$ cat config.mk
export PLATFORM = sky130hd
export DESIGN_NAME = round_robin_task_scheduler
export DESIGN_NICKNAME = d
export VERILOG_FILES = /design/src/sv/rrts_pkg.sv /design/src/sv/round_robin_task_scheduler.sv
export SDC_FILE = /design/constraint.sdc
export NUM_CORES = 1
export LEC_CHECK = 0
export BUFFER_PORTS_ARGS = -buffer_cell sky130_fd_sc_hd__buf_2
export CAP_MARGIN = 20
export CORE_MARGIN = 2
export CORE_UTILIZATION = 35
export CTS_CLUSTER_SIZE = 8
export DETAILED_ROUTE_END_ITERATION = 8
export GPL_ROUTABILITY_DRIVEN = 1
export GPL_TIMING_DRIVEN = 0
export HOLD_SLACK_MARGIN = 0.1
export SETUP_SLACK_MARGIN = 0.1
export SLEW_MARGIN = 40
export SYNTH_ARGS = -nofsm -noshare
export SYNTH_HDL_FRONTEND = slang
export SYNTH_SLANG_ARGS = --single-unit
$ cat constraint.sdc
create_clock -name i_clk -period 6.11 [get_ports i_clk]
set_input_delay 0.611 -clock i_clk [delete_from_list [all_inputs] [get_ports i_clk]]
set_output_delay 0.611 -clock i_clk [all_outputs]
set_load 0.02 [all_outputs]
$ cat src/sv/rrts_pkg.sv
// ----------------------------------------------------------------------------
// rrts_pkg
// Types and constants for the round-robin task scheduler.
// ----------------------------------------------------------------------------
package rrts_pkg;

    localparam int SLOT_W      = 5;
    localparam int TIME_W      = 16;
    localparam int SLICE_W     = 8;

    localparam logic [SLICE_W-1:0] SLICE_RESET = 8'd2;

    localparam logic KIND_ADMIT = 1'b0;
    localparam logic KIND_TICK  = 1'b1;

    localparam logic [1:0] ST_ADMITTED = 2'd0;
    localparam logic [1:0] ST_REJECTED = 2'd1;
    localparam logic [1:0] ST_DISPATCH = 2'd2;
    localparam logic [1:0] ST_EMPTY    = 2'd3;

    localparam logic [1:0] PRIOR_NONE     = 2'd0;
    localparam logic [1:0] PRIOR_FINISHED = 2'd1;
    localparam logic [1:0] PRIOR_PREEMPT  = 2'd2;

    // lower half / upper half of the shared queue memory
    localparam logic RING_READY = 1'b0;
    localparam logic RING_FREE  = 1'b1;

    typedef struct packed {
        logic              kind;
        logic [TIME_W-1:0] burst_time;
    } t_in_word;

    typedef struct packed {
        logic [1:0]        status;
        logic [SLOT_W-1:0] task_slot;
        logic [1:0]        prior_outcome;
        logic [SLOT_W-1:0] prior_slot;
        logic [TIME_W-1:0] time_left;
    } t_out_word;

    typedef enum logic [1:0] {
        S_IDLE,
        S_ADMIT,
        S_TICK,
        S_DISP
    } t_state;

endpackage

$ cat src/sv/round_robin_task_scheduler.sv
// ----------------------------------------------------------------------------
// round_robin_task_scheduler
// Round-robin scheduler: free-slot ring and ready ring share one queue RAM,
// remaining run time per slot lives in a time RAM.
// ----------------------------------------------------------------------------
// Admit: S_IDLE accepts and reads the free-ring head, S_ADMIT registers the output.
// Tick: S_IDLE reads time and ready head, S_TICK writes back, reads dispatched time,
// S_DISP registers the output; S_ADMIT and S_DISP wait for a free output register.
// Words enter only in S_IDLE, also while a result still waits at the output register.
// Reset is synchronous and takes effect at once: no clearing pass; a fill count
// makes unwritten free-ring entries read as their own position.
module round_robin_task_scheduler
    import rrts_pkg::*;
#(
    parameter int SLOTS     = 32,
    parameter int TIME_BITS = 16
) (
    input  logic               i_clk,
    input  logic               i_rst_n,
    input  logic               i_in_valid,
    output logic               o_in_ready,
    input  t_in_word           i_in_data,
    output logic               o_out_valid,
    input  logic               i_out_ready,
    output t_out_word          o_out_data,
    input  logic               i_cfg_valid,
    output logic               o_cfg_ready,
    input  logic [SLICE_W-1:0] i_cfg_data
);

    localparam int SW     = (SLOTS > 1) ? $clog2(SLOTS) : 1;
    localparam int CW     = $clog2(SLOTS + 1);
    localparam int QAW    = SW + 1;
    localparam int QDEPTH = 2 ** QAW;
    localparam int XW     = TIME_BITS + SLICE_W;
    localparam logic [CW-1:0] SLOTS_C = CW'(SLOTS);

    function automatic logic [SW-1:0] ring_pos(logic [SW-1:0] head, logic [CW-1:0] cnt);
        logic [CW:0] sum;
        sum = (CW+1)'(head) + (CW+1)'(cnt);
        if (sum >= (CW+1)'(SLOTS)) begin
            sum = sum - (CW+1)'(SLOTS);
        end
        return sum[SW-1:0];
    endfunction

    function automatic logic [SLOT_W-1:0] slot_out(logic [SW-1:0] s);
        logic [SW+SLOT_W-1:0] w;
        w = {{SLOT_W{1'b0}}, s};
        return w[SLOT_W-1:0];
    endfunction

    function automatic logic [TIME_W-1:0] time_out(logic [TIME_BITS-1:0] t);
        logic [TIME_BITS+TIME_W-1:0] w;
        w = {{TIME_W{1'b0}}, t};
        return w[TIME_W-1:0];
    endfunction

    function automatic logic [TIME_BITS-1:0] time_in(logic [TIME_W-1:0] t);
        logic [TIME_BITS+TIME_W-1:0] w;
        w = {{TIME_BITS{1'b0}}, t};
        return w[TIME_BITS-1:0];
    endfunction

    // memories
    logic [SW-1:0]        queue_mem [QDEPTH];
    logic [TIME_BITS-1:0] time_mem  [SLOTS];
    logic [SW-1:0]        r_q_rd;
    logic [TIME_BITS-1:0] r_t_rd;

    logic                 q_we, q_re, t_we, t_re;
    logic [QAW-1:0]       q_waddr, q_raddr;
    logic [SW-1:0]        q_wdata;
    logic [SW-1:0]        t_waddr, t_raddr;
    logic [TIME_BITS-1:0] t_wdata;

    // control state
    t_state               r_state, n_state;
    logic [SW-1:0]        r_ready_head, n_ready_head;
    logic [CW-1:0]        r_ready_count, n_ready_count;
    logic [SW-1:0]        r_free_head, n_free_head;
    logic [CW-1:0]        r_free_count, n_free_count;
    logic [CW-1:0]        r_fill, n_fill;
    logic                 r_run_valid, n_run_valid;
    logic [SW-1:0]        r_run_slot, n_run_slot;
    logic [SLICE_W-1:0]   r_slice, n_slice;
    logic                 r_out_valid, n_out_valid;

    // payload
    t_out_word            r_out, n_out;
    logic [TIME_BITS-1:0] r_burst, n_burst;
    logic                 r_reject, n_reject;
    logic                 r_fwd, n_fwd;
    logic [TIME_BITS-1:0] r_fwd_time, n_fwd_time;
    logic [1:0]           r_outcome, n_outcome;
    logic [SW-1:0]        r_prior_slot, n_prior_slot;

    logic                 proceed;
    logic [SW-1:0]        w_admit_slot;
    logic                 w_fin, w_pre, w_disp;
    logic [XW-1:0]        w_diff;
    logic [CW-1:0]        w_rc_mid;
    logic [SW-1:0]        w_disp_slot;

    assign proceed     = !r_out_valid || i_out_ready;
    assign o_out_valid = r_out_valid;
    assign o_out_data  = r_out;
    assign o_cfg_ready = 1'b1;
    assign o_in_ready  = (r_state == S_IDLE);

    // free-ring positions at or past the fill count are unwritten and read as their own position
    assign w_admit_slot = (CW'(r_free_head) < r_fill) ? r_q_rd : r_free_head;

    assign w_diff  = XW'(r_t_rd) - XW'(r_slice);
    assign w_fin   = (XW'(r_t_rd) <= XW'(r_slice)) || (r_ready_count >= SLOTS_C);
    assign w_pre   = r_run_valid && !w_fin;
    assign w_rc_mid    = w_pre ? (r_ready_count + CW'(1)) : r_ready_count;
    assign w_disp      = (w_rc_mid != '0);
    // empty ready ring: the head is the task just requeued
    assign w_disp_slot = (r_ready_count == '0) ? r_run_slot : r_q_rd;

    always_ff @(posedge i_clk) begin
        if (q_we) begin
            queue_mem[q_waddr] <= q_wdata;
        end
        if (q_re) begin
            r_q_rd <= queue_mem[q_raddr];
        end
    end

    always_ff @(posedge i_clk) begin
        if (t_we) begin
            time_mem[t_waddr] <= t_wdata;
        end
        if (t_re) begin
            r_t_rd <= time_mem[t_raddr];
        end
    end

    always_ff @(posedge i_clk) begin
        if (!i_rst_n) begin
            r_state       <= S_IDLE;
            r_ready_head  <= '0;
            r_ready_count <= '0;
            r_free_head   <= '0;
            r_free_count  <= SLOTS_C;
            r_fill        <= '0;
            r_run_valid   <= 1'b0;
            r_run_slot    <= '0;
            r_slice       <= SLICE_RESET;
            r_out_valid   <= 1'b0;
        end else begin
            r_state       <= n_state;
            r_ready_head  <= n_ready_head;
            r_ready_count <= n_ready_count;
            r_free_head   <= n_free_head;
            r_free_count  <= n_free_count;
            r_fill        <= n_fill;
            r_run_valid   <= n_run_valid;
            r_run_slot    <= n_run_slot;
            r_slice       <= n_slice;
            r_out_valid   <= n_out_valid;
        end
    end

    always_ff @(posedge i_clk) begin
        r_out        <= n_out;
        r_burst      <= n_burst;
        r_reject     <= n_reject;
        r_fwd        <= n_fwd;
        r_fwd_time   <= n_fwd_time;
        r_outcome    <= n_outcome;
        r_prior_slot <= n_prior_slot;
    end

    always_comb begin
        n_state       = r_state;
        n_ready_head  = r_ready_head;
        n_ready_count = r_ready_count;
        n_free_head   = r_free_head;
        n_free_count  = r_free_count;
        n_fill        = r_fill;
        n_run_valid   = r_run_valid;
        n_run_slot    = r_run_slot;
        n_slice       = (i_cfg_valid) ? i_cfg_data : r_slice;
        n_out_valid   = r_out_valid && !i_out_ready;
        n_out         = r_out;
        n_burst       = r_burst;
        n_reject      = r_reject;
        n_fwd         = r_fwd;
        n_fwd_time    = r_fwd_time;
        n_outcome     = r_outcome;
        n_prior_slot  = r_prior_slot;

        q_we    = 1'b0;
        q_waddr = '0;
        q_wdata = '0;
        q_re    = 1'b0;
        q_raddr = '0;
        t_we    = 1'b0;
        t_waddr = '0;
        t_wdata = '0;
        t_re    = 1'b0;
        t_raddr = '0;

        case (r_state)
            S_IDLE: begin
                if (i_in_valid) begin
                    if (i_in_data.kind == KIND_ADMIT) begin
                        n_reject = (r_free_count == '0) || (r_ready_count >= SLOTS_C);
                        n_burst  = time_in(i_in_data.burst_time);
                        q_re     = 1'b1;
                        q_raddr  = {RING_FREE, r_free_head};
                        n_state  = S_ADMIT;
                    end else begin
                        t_re    = 1'b1;
                        t_raddr = r_run_slot;
                        q_re    = 1'b1;
                        q_raddr = {RING_READY, r_ready_head};
                        n_state = S_TICK;
                    end
                end
            end
            S_ADMIT: begin
                if (proceed) begin
                    n_out_valid         = 1'b1;
                    n_out.prior_outcome = PRIOR_NONE;
                    n_out.prior_slot    = '0;
                    if (r_reject) begin
                        n_out.status    = ST_REJECTED;
                        n_out.task_slot = '0;
                        n_out.time_left = '0;
                    end else begin
                        t_we          = 1'b1;
                        t_waddr       = w_admit_slot;
                        t_wdata       = r_burst;
                        q_we          = 1'b1;
                        q_waddr       = {RING_READY, ring_pos(r_ready_head, r_ready_count)};
                        q_wdata       = w_admit_slot;
                        n_ready_count = r_ready_count + CW'(1);
                        n_free_head   = ring_pos(r_free_head, CW'(1));
                        n_free_count  = r_free_count - CW'(1);
                        n_out.status    = ST_ADMITTED;
                        n_out.task_slot = slot_out(w_admit_slot);
                        n_out.time_left = time_out(r_burst);
                    end
                    n_state = S_IDLE;
                end
            end
            S_TICK: begin
                if (r_run_valid) begin
                    t_we    = 1'b1;
                    t_waddr = r_run_slot;
                    t_wdata = w_fin ? '0 : w_diff[TIME_BITS-1:0];
                    if (w_pre) begin
                        q_we    = 1'b1;
                        q_waddr = {RING_READY, ring_pos(r_ready_head, r_ready_count)};
                        q_wdata = r_run_slot;
                    end else if (r_free_count < SLOTS_C) begin
                        q_we         = 1'b1;
                        q_waddr      = {RING_FREE, ring_pos(r_free_head, r_free_count)};
                        q_wdata      = r_run_slot;
                        n_free_count = r_free_count + CW'(1);
                        if (r_fill < SLOTS_C) begin
                            n_fill = r_fill + CW'(1);
                        end
                    end
                end
                n_outcome    = !r_run_valid ? PRIOR_NONE :
                               (w_fin ? PRIOR_FINISHED : PRIOR_PREEMPT);
                n_prior_slot = r_run_valid ? r_run_slot : '0;
                n_run_valid  = w_disp;
                n_ready_count = w_rc_mid;
                n_fwd        = 1'b0;
                n_fwd_time   = t_wdata;
                if (w_disp) begin
                    n_ready_head  = ring_pos(r_ready_head, CW'(1));
                    n_ready_count = w_rc_mid - CW'(1);
                    n_run_slot    = w_disp_slot;
                    t_re          = 1'b1;
                    t_raddr       = w_disp_slot;
                    // time RAM reads old data on a same-address write
                    n_fwd         = r_run_valid && (w_disp_slot == r_run_slot);
                end
                n_state = S_DISP;
            end
            S_DISP: begin
                if (proceed) begin
                    n_out_valid         = 1'b1;
                    n_out.prior_outcome = r_outcome;
                    n_out.prior_slot    = slot_out(r_prior_slot);
                    if (r_run_valid) begin
                        n_out.status    = ST_DISPATCH;
                        n_out.task_slot = slot_out(r_run_slot);
                        n_out.time_left = time_out(r_fwd ? r_fwd_time : r_t_rd);
                    end else begin
                        n_out.status    = ST_EMPTY;
                        n_out.task_slot = '0;
                        n_out.time_left = '0;
                    end
                    n_state = S_IDLE;
                end
            end
            default: begin
                n_state = S_IDLE;
            end
        endcase
    end

    // slots are conserved across free ring, ready ring and the running slot
    a_conserve: assert property (@(posedge i_clk) disable iff (!i_rst_n)
        (int'(r_free_count) + int'(r_ready_count) + int'(r_run_valid)) == SLOTS)
        else $error("slot count not conserved");

    a_fill_range: assert property (@(posedge i_clk) disable iff (!i_rst_n)
        r_fill <= SLOTS_C)
        else $error("fill count out of range");

    a_admit_free: assert property (@(posedge i_clk) disable iff (!i_rst_n)
        (r_state == S_ADMIT && proceed && !r_reject && r_run_valid)
            |-> (w_admit_slot != r_run_slot))
        else $error("admit handed out the running slot");

    a_fwd_run: assert property (@(posedge i_clk) disable iff (!i_rst_n)
        (r_state == S_DISP && r_fwd) |-> r_run_valid)
        else $error("forwarded time without a dispatched task");

endmodule

==> metrics.txt <==
crit share post-route 0.964; r2r setup slk 220 ps; Seq/Total Area, Yosys 0.714; initial core utilization 0.352; Crit path required time 6560 ps; CP startpoint kind register; initial antenna violation count 1; PwrDens 359 mW/mm^2; clk buf depth 3; Synth top area share 0.691; initial drt markers 2455; CP arrival 6340 ps; Ports 63; Final Worst Setup Slack 220 ps; Skew-Pair Late Insertion Delay 740 ps; CTS sink cnt 969; nets 3066; Worst Hold Depth 3; pre-CTS setup slack -1180 ps; die width 343 um; Crit Path Max Fanout 10; Cells after Synth 2739; Critical Path Sink Type register; post-synthesis async set-or-reset flop share 0; port bufs 59; RR Startpoint r_t_rd[4]; Core Footprint 0.114 mm^2; 1st-pass router iterations 6; filler instances 10200; layout cell share with drive strength beyond 1 0.145; vias in the first global route 23700; Inst Count DP 4352; post-detail-place hpwl 74.5 mm; r2r endpoint r_t_rd[2]; drt drc 0; Slew @ Worst Pin 885 ps; fin crit period 5890 ps; CTS root buffer clkbuf_16; Synth Cell Area 0.0401 mm^2; Die H 343 um; Syn Area/Cell 14.7 um^2; floorplan row count 124; grt ovf 0; CTS tree built; Post-synth top cells edfxtp_1, mux2i_1, nand2_1; warnings from Yosys 0; status complete, no violations; total track usage 0.177; Vias 24500; final-report setup violation count 0; GPL Wtd Cong 0.911; Hold Path Class in2reg; RSZ-0062 raised after global routing false; Syn Nets 2808; synth top area cells edfxtp_1, mux2i_1, a211oi_1; CP Class reg2reg; Hold Path Origin i_cfg_data[5]; Clock Skew 28.5 ps; via/cell ratio 5.38; peak supply drop 0.000213 V; cell with the most instances after synthesis edfxtp_1; number of synthesized flops with an enable pin 924; Leak 0.0177 uW; max-slew violations 0; final WL 107 mm; Non-Filler Instances 4551; Yosys reg bits 969; first-pass GRT wire length 154 mm; worst rel slew slack 0.410; Worst Hold End r_slice[5]; FF-to-FF path depth 20; CTS buffer count 139; prevailing post-synth register cell edfxtp_1; post-route ant nets 0; clk slew on worst S/H paths 60 ps; Synth area leader edfxtp_1; final hold violation count 0; Netlist cell types 68; H-Tree Depth 4; pin count of the biggest net entering global routing 39; FMAX 170 MHz; Area Growth Syn to Fin 20.0%; Maximum Capacitance Violations 0; Die ar. 0.117 mm^2; WL per Instance 23.5 um
-- cell usage in the layout (no fill, tap or decap), drive strengths merged, types with 11 or more instances in the layout --
cell,count
edfxtp,924
mux2i,313
clkbuf,267
nand2,223
nor2,194
buf,165
o22ai,129
a211oi,124
and2,109
a21oi,82
dfxtp,45
a31oi,42
a311oi,40
nor4,38
inv,37
ha,35
xnor2,34
o21ai,33
nand3,28
nand4,15
dlygate4sd3,15
clkinv,13
xor2,12
a22oi,12
a21o,11
-- sequential cells by signal (all words and copies together) (netlist names) --
name,flops
o_out_data,30
r_free_head,5
r_outcome,2
r_prior_slot,5
r_burst,16
r_ready_head,5
r_fwd,1
time_mem,512
r_run_valid,1
r_fill,6
o_out_valid,1
r_fwd_time,16
r_state,2
r_free_count,6
r_q_rd,5
r_ready_count,6
r_run_slot,5
r_t_rd,16
r_reject,1
r_slice,8
queue_mem,320
-- final cells by class --
class | count | area [um^2] | area share
multi-input combinational | 1572 | 11500 | 0.238
sequential | 969 | 28600 | 0.595
buffer | 163 | 886 | 0.0184
inverter | 34 | 129 | 0.00268
antenna | 1 | 2.50 | 0.0000519
clock inverter | 16 | 294 | 0.00610
timing repair buffer | 118 | 1250 | 0.0259
tap | 1512 | 1890 | 0.0393
clock buffer | 166 | 3610 | 0.0750
-- where the power goes --
| group | internal [uW] | switching (uW) |
|---|---|---|
| Sequential | 7520 | 186 |
| Combinational | 969 | 1690 |
| Clock | 4150 | 2790 |
-- per-stage QoR --
stage                     setup TNS (ps)  instance area, um^2   util  hold slack [ps]  total power (uW)
after global routing                   0                48200  0.422              110             17800
after detailed placement          -16790                43600  0.382              485             10300
after global placement           -356000                42300  0.371              486             10100
final                                  0                48200  0.422              143             17300
after CTS                              0                48100  0.422              102             17300
after floorplan                        0                40100      -              460              9350
-- routing by layer --
metal	up-vias	global-route usage	wire length (um)
li1	11100	-	-
met1	12200	0.246	46500
met2	974	0.280	49400
met3	199	0.0300	7850
met4	0	0.0641	3150
met5	-	0	0
-- kinds of logic after synthesis --
| family | Yosys count | synth area share |
|---|---|---|
| AO/OA/AOI/OAI | 517 | 0.0881 |
| other | 1 | 0.0000934 |
| buffers and inverters | 198 | 0.0213 |
| multiplexers | 315 | 0.0786 |
| XOR/XNOR | 46 | 0.0100 |
| AND/OR/NAND/NOR | 654 | 0.0754 |
| flip-flops | 969 | 0.714 |
| adder cells (fa/ha/maj) | 39 | 0.0129 |
-- critical path: stages (launching register included) --
cell,delay [ps]
edfxtp_1,460
ha_1,370
and4_4,240
a21bo_2,270
and2_1,180
o21a_2,260
or2_4,320
clkinv_2,160
mux2i_4,270
ha_2,240
inv_1,70
a2111oi_4,360
a41oi_4,220
and2_4,220
buf_6,140
a22o_4,290
nand3_1,280
clkbuf_2,400
o22ai_1,180
nor4_2,470
mux2i_1,180
-- worst max-delay path by stage --
| stage | start | end | slack [ps] | depth (start not counted) |
|---|---|---|---|---|
| global placement | r_t_rd[5] | queue_mem[8][2] | -1650 | 10 |
| detailed placement | r_t_rd[0] | r_t_rd[8] | -1180 | 24 |
| floorplan | r_t_rd[6] | r_t_rd[10] | 1050 | 21 |
| CTS | r_t_rd[5] | r_t_rd[6] | 210 | 21 |
| global route | r_t_rd[4] | r_t_rd[6] | 80 | 21 |
| finish | r_t_rd[4] | r_t_rd[2] | 220 | 20 |
-- timing repair --
item / CTS / global route
buffers inserted: 2 / 0
hold endpoints to repair: 15 / 0
hold buffers: 15 / 0
resized for setup: 96 / 15
pin swaps: 9 / 5
endpoints found under the setup margin: 16 / 16
(Power assumes the default switching activity.)
